## config.mk

```make
export PLATFORM = sky130hd
export DESIGN_NAME = multiplexed_pwm_scan_driver_top
export DESIGN_NICKNAME = d
export VERILOG_FILES = /design/src/sv/mpsd_pkg.sv /design/src/sv/multiplexed_pwm_scan_driver_top.sv /design/src/sv/mpsd_in_stage.sv /design/src/sv/mpsd_engine.sv
export SDC_FILE = /design/constraint.sdc
export NUM_CORES = 1
export LEC_CHECK = 0
export BUFFER_PORTS_ARGS = -buffer_cell sky130_fd_sc_hd__buf_2
export CORE_UTILIZATION = 35
export DETAILED_ROUTE_END_ITERATION = 7
export PLACE_DENSITY = 0.49
export SLEW_MARGIN = 20
export SYNTH_ARGS = -nofsm -noshare
export SYNTH_HDL_FRONTEND = slang
export SYNTH_SLANG_ARGS = --single-unit
export TNS_END_PERCENT = 30
```

## constraint.sdc

```tcl
create_clock -name clock -period 4.2 [get_ports clock]
set_clock_uncertainty 0.1 [all_clocks]
set_input_delay 1.05 -clock clock [delete_from_list [all_inputs] [get_ports clock]]
set_output_delay 1.05 -clock clock [all_outputs]
set_load 0.01 [all_outputs]
```

## src/sv/mpsd_pkg.sv

```systemverilog
`default_nettype none
package mpsd_pkg;

   localparam int LEVEL_W   = 16;
   localparam int COUNT_W   = 17;
   localparam int NUM_ROWS  = 4;
   localparam int NUM_CHAN  = 4;
   localparam int NUM_LEVEL = NUM_ROWS * NUM_CHAN;

   localparam logic [COUNT_W-1:0] PERIOD_RESET = 17'h10000;
   localparam logic [1:0]         COL_LAST     = 2'b11;

   typedef enum logic [1:0] {
      MODE_WRITE   = 2'd0,
      MODE_SERVICE = 2'd1,
      MODE_TICK    = 2'd2,
      MODE_UNUSED  = 2'd3
   } mode_type;

   typedef struct packed {
      logic [1:0]         mode;
      logic [1:0]         row;
      logic [1:0]         col;
      logic [LEVEL_W-1:0] level;
   } item_type;

   typedef struct packed {
      logic                sel_low;
      logic                sel_high;
      logic [NUM_CHAN-1:0] pwm_bits;
      logic [1:0]          phase;
   } result_type;

endpackage
`default_nettype wire

```

## src/sv/multiplexed_pwm_scan_driver_top.sv

```systemverilog
`default_nettype none
// A transaction accepted into the input register is computed combinationally from it and
// is registered onto rsp_* when it advances, which a result held by rsp_stall can delay.
// Throughput: one transaction per cycle while rsp_stall is low; while a result is held by
// rsp_stall, req_stall rises as soon as the input register is full.
// Reset (synchronous, active high) clears the level store, compare values,
// mux phase and PWM counter, and sets the period to 65536.
module multiplexed_pwm_scan_driver_top (
   input  wire logic        clock,
   input  wire logic        reset,
   input  wire logic        req_valid,
   output logic             req_stall,
   input  wire logic [1:0]  req_mode,
   input  wire logic [1:0]  req_row,
   input  wire logic [1:0]  req_col,
   input  wire logic [15:0] req_level,
   output logic             rsp_valid,
   input  wire logic        rsp_stall,
   output logic             rsp_sel_low,
   output logic             rsp_sel_high,
   output logic [3:0]       rsp_pwm_bits,
   output logic [1:0]       rsp_phase,
   input  wire logic        csr_wr_en,
   input  wire logic [16:0] csr_wr_data
);
   import mpsd_pkg::*;

   logic [COUNT_W-1:0] period_ff;
   logic               rsp_valid_ff, rsp_valid_in;
   result_type         rsp_ff;
   result_type         result;
   item_type           req_item, item;
   logic               item_valid, advance, fire;

   assign req_item.mode  = req_mode;
   assign req_item.row   = req_row;
   assign req_item.col   = req_col;
   assign req_item.level = req_level;

   assign advance = !rsp_valid_ff || !rsp_stall;
   assign fire    = item_valid && advance;

   mpsd_in_stage u_in_stage (
      .clock      (clock),
      .reset      (reset),
      .req_valid  (req_valid),
      .req_stall  (req_stall),
      .req_item   (req_item),
      .advance    (advance),
      .item_valid (item_valid),
      .item       (item)
   );

   mpsd_engine u_engine (
      .clock  (clock),
      .reset  (reset),
      .fire   (fire),
      .item   (item),
      .period (period_ff),
      .result (result)
   );

   always_ff @(posedge clock) begin
      if (reset) begin
         period_ff <= PERIOD_RESET;
      end else if (csr_wr_en) begin
         period_ff <= csr_wr_data;
      end
   end

   always_comb begin
      rsp_valid_in = rsp_valid_ff;
      if (advance) begin
         rsp_valid_in = item_valid;
      end
   end

   always_ff @(posedge clock) begin
      if (reset) begin
         rsp_valid_ff <= 1'b0;
      end else begin
         rsp_valid_ff <= rsp_valid_in;
      end
   end

   always_ff @(posedge clock) begin
      if (fire) begin
         rsp_ff <= result;
      end
   end

   assign rsp_valid    = rsp_valid_ff;
   assign rsp_sel_low  = rsp_ff.sel_low;
   assign rsp_sel_high = rsp_ff.sel_high;
   assign rsp_pwm_bits = rsp_ff.pwm_bits;
   assign rsp_phase    = rsp_ff.phase;

endmodule
`default_nettype wire

```

## src/sv/mpsd_in_stage.sv

```systemverilog
`default_nettype none
module mpsd_in_stage (
   input  wire logic              clock,
   input  wire logic              reset,
   input  wire logic              req_valid,
   output logic                   req_stall,
   input  wire mpsd_pkg::item_type req_item,
   input  wire logic              advance,
   output logic                   item_valid,
   output mpsd_pkg::item_type     item
);
   import mpsd_pkg::*;

   logic     valid_ff, valid_in;
   item_type item_ff;

   // hold the transaction while the result side is blocked
   assign req_stall  = valid_ff && !advance;
   assign item_valid = valid_ff;
   assign item       = item_ff;

   always_comb begin
      valid_in = valid_ff;
      if (!req_stall) begin
         valid_in = req_valid;
      end
   end

   always_ff @(posedge clock) begin
      if (reset) begin
         valid_ff <= 1'b0;
      end else begin
         valid_ff <= valid_in;
      end
   end

   always_ff @(posedge clock) begin
      if (!req_stall && req_valid) begin
         item_ff <= req_item;
      end
   end

endmodule
`default_nettype wire

```

## src/sv/mpsd_engine.sv

```systemverilog
`default_nettype none
module mpsd_engine (
   input  wire logic                         clock,
   input  wire logic                         reset,
   input  wire logic                         fire,
   input  wire mpsd_pkg::item_type           item,
   input  wire logic [mpsd_pkg::COUNT_W-1:0] period,
   output mpsd_pkg::result_type              result
);
   import mpsd_pkg::*;

   logic [LEVEL_W-1:0] store_ff [NUM_LEVEL];
   logic [LEVEL_W-1:0] cmp_ff   [NUM_CHAN];
   logic [1:0]         phase_ff, phase_in;
   logic [COUNT_W-1:0] count_ff, count_in;
   logic [1:0]         store_row, store_col;
   logic [3:0]         store_idx;
   logic [NUM_CHAN-1:0] bits;
   mode_type           mode;

   assign mode      = mode_type'(item.mode);
   assign store_col = COL_LAST - item.col;
   assign store_row = item.row ^ {1'b0, item.col[0]};
   assign store_idx = {store_row, store_col};

   always_comb begin
      phase_in = phase_ff;
      count_in = count_ff;
      case (mode)
         MODE_SERVICE: begin
            phase_in = phase_ff + 2'd1;
            count_in = '0;
         end
         MODE_TICK: begin
            // wrap after the counter reaches the top count
            if (count_ff >= period) begin
               count_in = '0;
            end else begin
               count_in = count_ff + 1'b1;
            end
         end
         default: begin
         end
      endcase
   end

   always_comb begin
      bits = '0;
      for (int i = 0; i < NUM_CHAN; i++) begin
         bits[i] = (mode == MODE_TICK) && (count_ff < {1'b0, cmp_ff[i]});
      end
   end

   always_comb begin
      result.pwm_bits = bits;
      result.phase    = phase_in;
      result.sel_low  = (phase_in == 2'd0) || (phase_in == 2'd1);
      result.sel_high = (phase_in == 2'd0) || (phase_in == 2'd3);
   end

   always_ff @(posedge clock) begin
      if (reset) begin
         for (int i = 0; i < NUM_LEVEL; i++) begin
            store_ff[i] <= '0;
         end
         for (int i = 0; i < NUM_CHAN; i++) begin
            cmp_ff[i] <= '0;
         end
         phase_ff <= '0;
         count_ff <= '0;
      end else if (fire) begin
         phase_ff <= phase_in;
         count_ff <= count_in;
         if (mode == MODE_WRITE) begin
            store_ff[store_idx] <= item.level;
         end
         if (mode == MODE_SERVICE) begin
            for (int i = 0; i < NUM_CHAN; i++) begin
               cmp_ff[i] <= store_ff[{phase_in, i[1:0]}];
            end
         end
      end
   end

endmodule
`default_nettype wire
```

==> results.md, run 1 <==
- R2R Path Start: u_in_stage.item[20]
- Relative slew slack: 27.2%
- Root buffer cell: clkbuf_16
- R2r endpoint: u_engine.cmp_ff[2][8]
- CTS resizes: 0
- Count of cell types in the netlist: 46
- DR WL/cell: 21.0 um
- Final Instance Area: 0.0206 mm^2
- Crit path capture: u_engine.store_ff[3][3]
- Seq/Total Area, Yosys: 62.5%
- Kind of critical path: in -> reg
- Gr ovfl total: 0
- CP peak stage delay: 0.84 ns
- Highest clock rate: 321 MHz
- Die W: 229 um
- Synth Area in XOR/XNOR: 0.485%
- GP Congestion: 0.765
- CP Cell Sequence: buf_2 > inv_1 > nand3_1 > or3_1 > nor2_1 > and2_1
- Endpoints failing hold: 0
- Cts hold-fix bufs: 0
- DRT iter0 DRCs: 771
- Min-delay worst type: reg -> reg
- Synth Flop Type: edfxtp_1
- Yosys Warn Count: 0
- Clk slew on worst S/H paths: 0.06 ns
- Die area: 0.0525 mm^2
- P_sw: 0.00188 W
- Final Max Tran Viols: 0
- Simple-Gate Fraction of Synth Area: 15.1%
- Net Count, Synth: 1422
- Share of the synthesized area in the top cell type: 58.3%
- Port Buffers: 53
- Post-layout power: 0.00837 W
- Synth Instances: 1295
- Fill cells: 4768
- Synth Area in Compound Gates: 3.79%
- Register bit count reported by yosys: 388
- Max Cap Viol: 0
- Worst setup path startpoint: reset
- TNS Setup: 0 ns
- Fin crit share: 74.1%
- Clock period minus worst slack: 3.11 ns
- Clock sink count: 388
- Mux contribution to synthesized area: 9.04%
- Gr usage total: 17.1%
- Drt first pass iters: 5
- Largest family of logic cells by synthesized area: simple AND/OR/NAND/NOR gates
- Global-route wire length before repair: 65800 um
- Footprint of the multi-input gates: 0.00619 mm^2
- CORE AREA: 0.0505 mm^2
- Nets@finish: 1507
- Worst reg2reg setup slack: 1.25 ns
- Post-route DRC: 0
- Count of final setup violators: 0
- H-tree depth: 2
- Cell Rows: 82
- Synth Area in Adders: 5.76%
- Net Sw Frac: 22.5%
- Status: completed
- HPWL after DPL: 27600 um
- Post-synth EDFFs: 350
- Clock group share of total power: 41.6%
- RSZ-0062 raised after global routing: no
- CP endpoint kind: flop
- Syn_area_per_cell: 13.9 um^2
- # placed instances: 2007
- Post-route ant nets: 0
- Initial antenna violation count: 2
- Routed wire length: 43700 um
- Routed via count: 10100
- Worst-Margin Slew: 1.09 ns
- Clock latency on the worst-skew pair: 0.57 ns
- Slowest stage cell, crit path: nor2_1
- Power Dens Cells: 406 mW/mm^2
- Pin count of the biggest net entering global routing: 64
- Post-CTS Setup Inserts: 0
- Worst Setup Start Kind: input port
- Worst VDD drop: 0.000338 V
- Critical Path RT: 4.53 ns
- Share of cells above drive strength 1: 16.6%
- TritonCTS clock tree: yes
- Finished Layout Cells: 2086
- FF-to-FF path depth: 5
- LEAKAGE: 7.87 nW
- Comb pwr share: 5.4%
- Num CTS Buffers: 43
- Via/cell ratio: 4.83
- Kind of cell adding the most delay to the critical path: simple AND/OR/NAND/NOR gates
- Area leader, netlist: edfxtp_1
- Die height: 229 um
- CP Max Fanout: 27
- Sequential power share: 53.0%
- Crit path DAT: 3.45 ns
- Synth top area cells: edfxtp_1 58%, and2_1 8.9%, mux4_2 8.0%
- Area grow syn2layout: 14.1%
- Mapped cell area: 0.0180 mm^2
- Int Pwr: 0.00649 W
- Vias in the first global route: 10400
- CTS Buffer Depth: 3
- Starting Density: 35.7%
- Sequential Area: 0.0113 mm^2
- # IOs: 54
- FFs w/ async S/R, synth: 0%
- Dpl cell area: 0.0193 mm^2
- Levels on crit path: 6
- Buf/Inv on CP: 2
==> sequential cells by signal, indices dropped and copies added (netlist names) <==
register / cells
period_ff: 17
rsp_phase: 2
rsp_pwm_bits: 4
rsp_sel_high: 1
rsp_sel_low: 1
rsp_valid: 1
u_engine.cmp_ff: 64
u_engine.count_ff: 17
u_engine.phase_ff: 2
u_engine.store_ff: 256
u_in_stage.item: 22
u_in_stage.item_valid: 1
==> power groups by stage <==
| stage | sequential, W | clock (W) | combinational, W |
|---|---|---|---|
| after floorplan | 0.00446 | 0 | 0.000315 |
| after global placement | 0.00452 | 0 | 0.000459 |
| after detailed placement | 0.00452 | 0 | 0.000461 |
| after CTS | 0.00444 | 0.00357 | 0.000463 |
| after global routing | 0.00446 | 0.00371 | 0.000498 |
| final | 0.00444 | 0.00348 | 0.000451 |
==> cell families (layout without fill, tap and decap cells) <==
family | Yosys count | count (layout)
and+or+nand+nor | 473 | 473
DFF | 388 | 388
buffers and inverters | 152 | 269
AOI/OAI and AO/OA | 106 | 106
adders and majority gates | 83 | 83
muxes | 83 | 83
xor gates and xnor gates | 10 | 10
other | 0 | 2
==> cell type report <==
| cell class | count | area share, % |
|---|---|---|
| diodes | 2 | 0.0243 |
| clock buffers | 56 | 5.46 |
| clock inverters | 21 | 0.644 |
| inverters | 88 | 1.60 |
| multi-input cells | 755 | 30.1 |
| flip-flops and latches | 388 | 54.7 |
| well taps | 672 | 4.08 |
| repair buffers | 104 | 3.39 |
==> layer usage <==
layer  wire (um)  up-vias  GRT usage [%]
li1            -     4820              -
met1       20700     4958           24.2
met2       19700      232           26.7
met3        2150       72           2.75
met4        1190        2           5.98
met5          13        -              0
==> tightest hold or removal path, cell delays in order, from the launching register on <==
cell	delay, ns
dfxtp_1	0.32
mux2i_1	0.06
nor2_1	0.07
==> cells in the final DEF, fill, tap and decap left out, types with 3 or more instances in the layout <==
cell and count:
nor3_1 6, edfxtp_1 350, xor2_1 7, a21o_1 13, inv_1 87, or3_1 4, a221o_1 3, and2_1 257
buf_2 53, nand3_1 16, nor2b_1 69, mux4_2 64, nor2_1 47, nand4_1 8, clkinv_2 6, a21oi_1 27
buf_12 4, buf_4 47, inv_6 3, a31oi_1 4, nand2b_1 7, o211ai_1 9, ha_1 83, clkbuf_1 13
clkbuf_16 43, o21ai_0 12, o21ai_1 17, a211oi_1 7, clkinv_1 10, o311ai_1 4, and4_1 7, nand2_1 42
dfxtp_1 38, mux2i_1 19
==> how the worst min path moves through the flow <==
| stage | startpoint | end | cells after the start |
|---|---|---|---|
| final | period_ff[2] | period_ff[2] | 2 |
| after floorplan | u_in_stage.item_valid | rsp_valid | 2 |
| after detailed placement | period_ff[12] | period_ff[12] | 2 |
| after global routing | period_ff[8] | period_ff[8] | 2 |
| after CTS | period_ff[2] | period_ff[2] | 2 |
| after global placement | u_in_stage.item_valid | rsp_valid | 2 |
==> cells in the mapped netlist (13+ instances only) <==
| cell | instances |
|---|---|
| ha_1 | 83 |
| o21ai_0 | 28 |
| nor2_1 | 47 |
| dfxtp_1 | 38 |
| and2_1 | 257 |
| inv_1 | 88 |
| mux2i_1 | 19 |
| nand2_1 | 43 |
| a21oi_1 | 27 |
| nand3_1 | 17 |
| mux4_2 | 64 |
| nor2b_1 | 70 |
| buf_2 | 14 |
| edfxtp_1 | 350 |
| a21o_1 | 13 |
| clkbuf_1 | 42 |
==> stage by stage <==
stage	worst slack [ns]	util, %	hold slack (ns)
2_1_floorplan	0.483	-	0.352
3_3_place_gp	0.611	38.3	0.369
3_5_place_dp	0.575	38.3	0.383
4_1_cts	1.18	40.8	0.400
5_1_grt	1.02	40.8	0.426
6_report	1.09	40.8	0.392
No activity file was read; power rests on OpenSTA's default activity.
==> inputs of run 2 (changes only) <==
clock period = 2.95 ns   (was 4.2 ns; I/O delays follow)
==> results.md, run 2 (synthesis gave the netlist of run 1 again) <==
- Highest clock rate: 388 MHz
- Relative slew slack: 40.9% (+14 points)
- Share of cells above drive strength 1: 18.8% (+2.2 points)
- Slowest stage cell, crit path: mux4_2
- Levels on crit path: 7 (+1)
- CORE AREA: 0.0505 mm^2 (unchanged)
- R2r endpoint: u_engine.cmp_ff[1][7]
- Worst-Margin Slew: 0.887 ns (-0.204 ns)
- CTS Buffer Depth: 3 (unchanged)
- Gr usage total: 16.7% (-0.41 points)
- Root buffer cell: clkbuf_16
- Max FFs per register: 256 (unchanged)
- Sequential Area: 0.0113 mm^2 (unchanged)
- Die area: 0.0525 mm^2 (unchanged)
- TritonCTS clock tree: yes
- Kind of cell adding the most delay to the critical path: buffers and inverters
- Footprint of the multi-input gates: 0.00620 mm^2 (+0.18%)
- Met1 wire length: 21700 um (+4.8%)
- Starting Density: 35.7% (unchanged)
- Via/cell ratio: 4.78 (-1.1%)
- Commonest non-fill, non-tap cell in the layout: edfxtp_1
- Buf/Inv on CP: 3 (+1)
- Commonest non-fill, non-tap cells in the layout: 350 x edfxtp_1, 257 x and2_1, 87 x inv_1, 83 x ha_1, 69 x nor2b_1
- CP Max Fanout: 33 (+22%)
- Reg with most FFs: u_engine.store_ff
- Status: completed
- Die W: 229 um (unchanged)
- Endpoints failing hold: 0 (unchanged)
- Die height: 229 um (unchanged)
- Clock period minus worst slack: 2.58 ns
- CP Cell Sequence: inv_1 > ha_1 > xnor2_2 > buf_12 > buf_12 > mux4_2 > nor2b_1
- H-tree depth: 2 (unchanged)
- Metal3 WL: 1500 um (-30%)
- Num CTS Buffers: 45 (+4.7%)
- Count of final setup violators: 0 (unchanged)
- Nets@finish: 1536 (+1.9%)
- Cell Rows: 82 (unchanged)
- Max Cap Viol: 0 (unchanged)
- FF-to-FF path depth: 7 (+2)
- R2R Path Start: u_in_stage.item[21]
- Routed wire length: 43000 um (-1.7%)
- Power Dens Cells: 594 mW/mm^2 (+46%)
- Min-delay worst type: in -> reg
- Port Buffers: 53 (unchanged)
- Worst Setup Start Kind: flop
- Final Max Tran Viols: 0 (unchanged)
- Cts hold-fix bufs: 0 (unchanged)
- Finished Layout Cells: 2118 (+1.5%)
- Drt first pass iters: 5 (unchanged)
- Initial antenna violation count: 0 (-2)
- Post-route ant nets: 0 (unchanged)
- # IOs: 54 (unchanged)
- RSZ-0062 raised after global routing: no
- # placed instances: 2034 (+1.3%)
- Post-route DRC: 0 (unchanged)
- Vias in the first global route: 10200 (-1.8%)
- Fill cells: 4648 (-2.5%)
- Critical Path RT: 3.16 ns (-1.37 ns)
- Routed via count: 10100 (+0.41%)
- Area grow syn2layout: 17.3%
- Final core occ: 41.9% (+1.1 points)
- LEAKAGE: 8.16 nW (+3.6%)
- Global-route wire length before repair: 65300 um (-0.81%)
- Gr ovfl total: 0 (unchanged)
- Crit path top cell by count: buf_12
- Crit path DAT: 2.78 ns (-0.67 ns)
- Post-CTS Setup Inserts: 0 (unchanged)
- Pin count of the biggest net entering global routing: 35 (-45%)
- Worst setup path startpoint: u_in_stage.item[21]
- Crit path capture: u_engine.cmp_ff[1][7]
- Clock sink count: 388 (unchanged)
- Clock latency on the worst-skew pair: 0.58 ns (about the same)
- DRT iter0 DRCs: 675 (-12%)
- HPWL after DPL: 29400 um (+6.6%)
- CP peak stage delay: 0.49 ns (-0.35 ns)
- Worst reg2reg setup slack: 0.37 ns (-0.88 ns)
- CTS resizes: 0 (unchanged)
- Fin crit share: 87.3%
- TNS Setup: 0 ns (unchanged)
- DR top layer: met4
- CP endpoint kind: flop
- DR WL/cell: 20.3 um (-3.1%)
- Clk slew on worst S/H paths: 0.06 ns (about the same)
- Worst VDD drop: 0.000374 V (+11%)
- Kind of critical path: reg -> reg
- Metal2 WL: 18600 um (-5.6%)
- GP Congestion: 0.761 (-0.48%)
-- run 2: cell types whose count changed in the layout (fill, tap and decap cells not counted), moves of 2 or more --
| cell | before | now |
|---|---|---|
| buf_12 | 4 | 17 |
| buf_4 | 47 | 61 |
| bufinv_16 | 1 | 5 |
| clkbuf_16 | 43 | 45 |
| inv_16 | 0 | 2 |
| inv_6 | 3 | 0 |
| o21ai_1 | 17 | 14 |
| o21ai_2 | 0 | 3 |
-- run 2: worst min-delay path by stage --
stage,start,to,slack [ns],cells past startpoint
2_1_floorplan,u_in_stage.item_valid,rsp_valid,0.35,2
3_5_place_dp,period_ff[12],period_ff[12],0.38,2
5_1_grt,req_level[9],u_in_stage.item[9],0.21,1
3_3_place_gp,period_ff[8],period_ff[8],0.38,2
6_report,req_row[0],u_in_stage.item[18],0.23,1
4_1_cts,req_level[9],u_in_stage.item[9],0.20,1
-- run 2: cell type report --
class	instances	area share (%)
flip-flops and latches	388	53.3
multi-input cells	755	29.3
inverters	88	1.56
well taps	672	3.97
repair buffers	131	5.03
clock buffers	57	5.54
diodes	1	0.0118
clock inverters	26	1.32
-- run 2: report_power, final --
group          total [W]  internal (W)  switching (W)  leakage [nW]
logic           0.000688      0.000331       0.000357          3.52
clock network    0.00554       0.00327        0.00227         0.706
registers        0.00634       0.00618       0.000157          3.93
-- run 2: through the flow --
| step | power [W] | setup slack (ns) | cell area [um^2] | hold WS, ns |
|---|---|---|---|---|
| final | 0.0126 | 0.374 | 21200 | 0.230 |
| after global routing | 0.0130 | 0.241 | 21200 | 0.207 |
| after CTS | 0.0127 | 0.354 | 21200 | 0.199 |
| after detailed placement | 0.00716 | 0.175 | 19700 | 0.384 |
| after global placement | 0.00715 | 0.265 | 19700 | 0.379 |
| after floorplan | 0.00680 | -0.281 | 18100 | 0.352 |
-- run 2: routing by layer --
| layer | vias up | global-route usage [%] |
|---|---|---|
| li1 | 4881 | - |
| met1 | 4989 | 24.8 |
| met2 | 195 | 24.8 |
| met3 | 60 | 2.29 |
| met4 | 0 | 6.15 |
| met5 | - | 0 |
==> inputs of run 3 (changes only) <==
SYNTH_HIERARCHICAL = 1   (was unset)
==> results.md, run 3 <==
- DR top layer: met4
- WHS Path Cells: 1 (unchanged)
- Top post-synthesis cells by count: 350 x edfxtp_1, 259 x and2_1, 85 x inv_1
- Worst VDD drop: 0.000364 V (-2.8%)
- LEAKAGE: 8.30 nW (+1.8%)
- Post-route ant nets: 0 (unchanged)
- Register bit count reported by yosys: 388 (unchanged)
- CORE AREA: 0.0513 mm^2 (+1.6%)
- Area leader, netlist: edfxtp_1
- Yosys Warn Count: 6 (+6)
- Endpoints failing hold: 0 (unchanged)
- TNS Setup: 0 ns (unchanged)
- RSZ-0062 raised after global routing: no
- Num CTS Buffers: 45 (unchanged)
- Count of final setup violators: 0 (unchanged)
- CP Cell Sequence: inv_1 > ha_1 > xnor2_2 > buf_4 > mux4_2 > nor2b_1
- Slowest stage cell, crit path: xnor2_2
- Gr ovfl total: 0 (unchanged)
- Pin count of the biggest net entering global routing: 66 (+89%)
- GP Congestion: 0.762 (+0.16%)
- Seq/Total Area, Yosys: 62.1% (-0.37 points)
- Worst-Margin Slew: 0.869 ns (-0.0184 ns)
- Crit path DAT: 2.82 ns (+0.04 ns)
- Routed wire length: 44500 um (+3.6%)
- Largest family of logic cells by synthesized area: simple AND/OR/NAND/NOR gates
- Die area: 0.0528 mm^2 (+0.59%)
- Commonest non-fill, non-tap cell in the layout: edfxtp_1
- Gr usage total: 17.4% (+0.65 points)
- Count of cell types in the netlist: 51 (+11%)
- Status: completed
- Synth Flop Type: edfxtp_1
- Max Cap Viol: 0 (unchanged)
- Commonest non-fill, non-tap cells in the layout: 350 x edfxtp_1, 259 x and2_1, 84 x inv_1, 83 x ha_1, 73 x nor2b_1
- Starting Density: 35.4% (-0.37 points)
- Post-route DRC: 0 (unchanged)
- Synth Instances: 1293 (-0.15%)
- CP endpoint kind: flop
- Most frequent cell after synthesis: edfxtp_1
- Kind of critical path: reg -> reg
- FF-to-FF path depth: 6 (-1)
- Clock period minus worst slack: 2.62 ns (+0.0436 ns)
- Synth Area in XOR/XNOR: 0.241% (-0.24 points)
- Cts hold-fix bufs: 0 (unchanged)
- Routed via count: 10200 (+0.95%)
- Metal2 WL: 20100 um (+7.9%)
- DR WL/cell: 21.0 um (+3.4%)
- Fill cells: 4778 (+2.8%)
- Relative slew slack: 42.1% (+1.2 points)
- Nets@finish: 1531 (-0.33%)
- R2r endpoint: u_engine/cmp_ff[3][15]
- Share of cells above drive strength 1: 18.9% (+0.10 points)
- Die height: 230 um (+0.29%)
- Synth Area in Compound Gates: 4.51% (+0.72 points)
- Highest clock rate: 382 MHz (-1.7%)
- Clock sink count: 388 (unchanged)
- Hold_sp: req_level[10]
- Drt first pass iters: 5 (unchanged)
- R2R Path Start: u_in_stage/item[21]
- Met1 wire length: 21400 um (-1.5%)
- Cell Rows: 83 (+1.2%)
- Syn_area_per_cell: 14.0 um^2 (+0.75%)
- Synth top area cells: edfxtp_1 58%, and2_1 8.9%, mux4_2 7.9%
- Critical Path RT: 3.15 ns (about the same)
- CTS resizes: 0 (unchanged)
- Net Count, Synth: 1420 (-0.14%)
- Worst reg2reg setup slack: 0.33 ns (-0.04 ns)
- Worst Setup Start Kind: flop
- CP Max Fanout: 10 (-70%)
- Clock latency on the worst-skew pair: 0.57 ns (about the same)
- Root buffer cell: clkbuf_16
- Hold WS: 0.242 ns (+0.0118 ns)
- Initial antenna violation count: 2 (+2)
- # IOs: 54 (unchanged)
- Mapped cell area: 0.0181 mm^2 (+0.59%)
- Via/cell ratio: 4.82 (+0.81%)
- H-tree depth: 2 (unchanged)
- Clk slew on worst S/H paths: 0.06 ns (about the same)
- Final Max Tran Viols: 0 (unchanged)
- Mux contribution to synthesized area: 8.83% (-0.22 points)
- Vias in the first global route: 10500 (+2.5%)
- CP peak stage delay: 0.57 ns (+0.08 ns)
- Min-delay worst type: in -> reg
- Post-synth EDFFs: 350 (unchanged)
- Port Buffers: 53 (unchanged)
- FFs w/ async S/R, synth: 0% (unchanged)
- Max FFs per register: 256 (unchanged)
- Post-CTS Setup Inserts: 0 (unchanged)
- HPWL after DPL: 28900 um (-1.6%)
- Die W: 230 um (+0.29%)
- Share of the synthesized area in the top cell type: 57.9% (-0.34 points)
- Metal3 WL: 2080 um (+38%)
- Worst Hold End: u_in_stage/item[10]
- Power Dens Cells: 579 mW/mm^2 (-2.5%)
- Reg with most FFs: u_engine/store_ff
- Area grow syn2layout: 15.9%
- Global-route wire length before repair: 67500 um (+3.3%)
- Fin crit share: 88.8% (+1.5 points)
- CTS Buffer Depth: 3 (unchanged)
- Synth Area in Adders: 5.72% (-0.034 points)
- Simple-Gate Fraction of Synth Area: 15.0% (-0.10 points)
- TritonCTS clock tree: yes
- DRT iter0 DRCs: 695 (+3.0%)
[run 3: worst max path at each step]
stage,start,end,slack [ns],cells past startpoint
6_report,u_in_stage/item[21],u_engine/cmp_ff[3][15],0.33,6
5_1_grt,u_in_stage/item[21],u_engine/cmp_ff[3][15],0.17,6
4_1_cts,u_in_stage/item[20],u_engine/cmp_ff[1][12],0.28,5
3_5_place_dp,rsp_stall,u_engine/store_ff[13][12],0.07,7
3_3_place_gp,rsp_stall,u_engine/store_ff[13][11],0.09,7
2_1_floorplan,rsp_stall,u_engine/store_ff[10][0],-0.37,6
[run 3: per-stage QoR]
| stage | std cells | total power (W) | instance area, um^2 | util [%] | setup slack, ns |
|---|---|---|---|---|---|
| 5_1_grt | 2117 | 0.0126 | 21000 | 41.0 | 0.169 |
| 3_3_place_gp | 2037 | 0.00713 | 19700 | 38.4 | 0.0862 |
| 6_report | 2121 | 0.0122 | 21000 | 41.0 | 0.331 |
| 3_5_place_dp | 2037 | 0.00714 | 19700 | 38.4 | 0.0748 |
| 4_1_cts | 2117 | 0.0124 | 21000 | 41.0 | 0.276 |
| 2_1_floorplan | 1293 | 0.00682 | 18200 | - | -0.368 |
[run 3: kinds of logic (layout without fill, tap and decap cells)]
group	Yosys count	in the layout
and+or+nand+nor	461	461
DFF	388	388
buffers and inverters	150	294
AOI/OAI and AO/OA	126	126
adders and majority gates	83	83
muxes	80	80
xor gates and xnor gates	5	5
other	0	4
[run 3: final cells by class]
class,instances,area (um^2),area share [%]
inverters,86,323,1.53
multi-input cells,755,6270,29.8
clock buffers,57,1170,5.57
well taps,680,851,4.04
clock inverters,23,166,0.791
flip-flops and latches,388,11300,53.6
repair buffers,128,978,4.65
diodes,4,10.0,0.0476
[run 3: worst max-delay path: cells and delay by family, from the launching register on]
family	cells	cell delay (ns)
xor gates and xnor gates	1	0.57
muxes	1	0.52
buffers and inverters	2	0.42
DFF	1	0.36
adders and majority gates	1	0.24
and+or+nand+nor	1	0.14
[run 3: power breakdown]
group	leakage [nW]	total, W	internal (W)	switching, W
registers	3.93	0.00633	0.00618	0.000149
clock network	0.653	0.00517	0.00297	0.00220
logic	3.72	0.000675	0.000315	0.000360
[run 3: routing by layer]
| metal | vias up | track usage (%) |
|---|---|---|
| met5 | - | 0 |
| met4 | 0 | 5.59 |
| met3 | 73 | 2.39 |
| met2 | 239 | 27.2 |
| met1 | 5016 | 24.9 |
| li1 | 4893 | - |
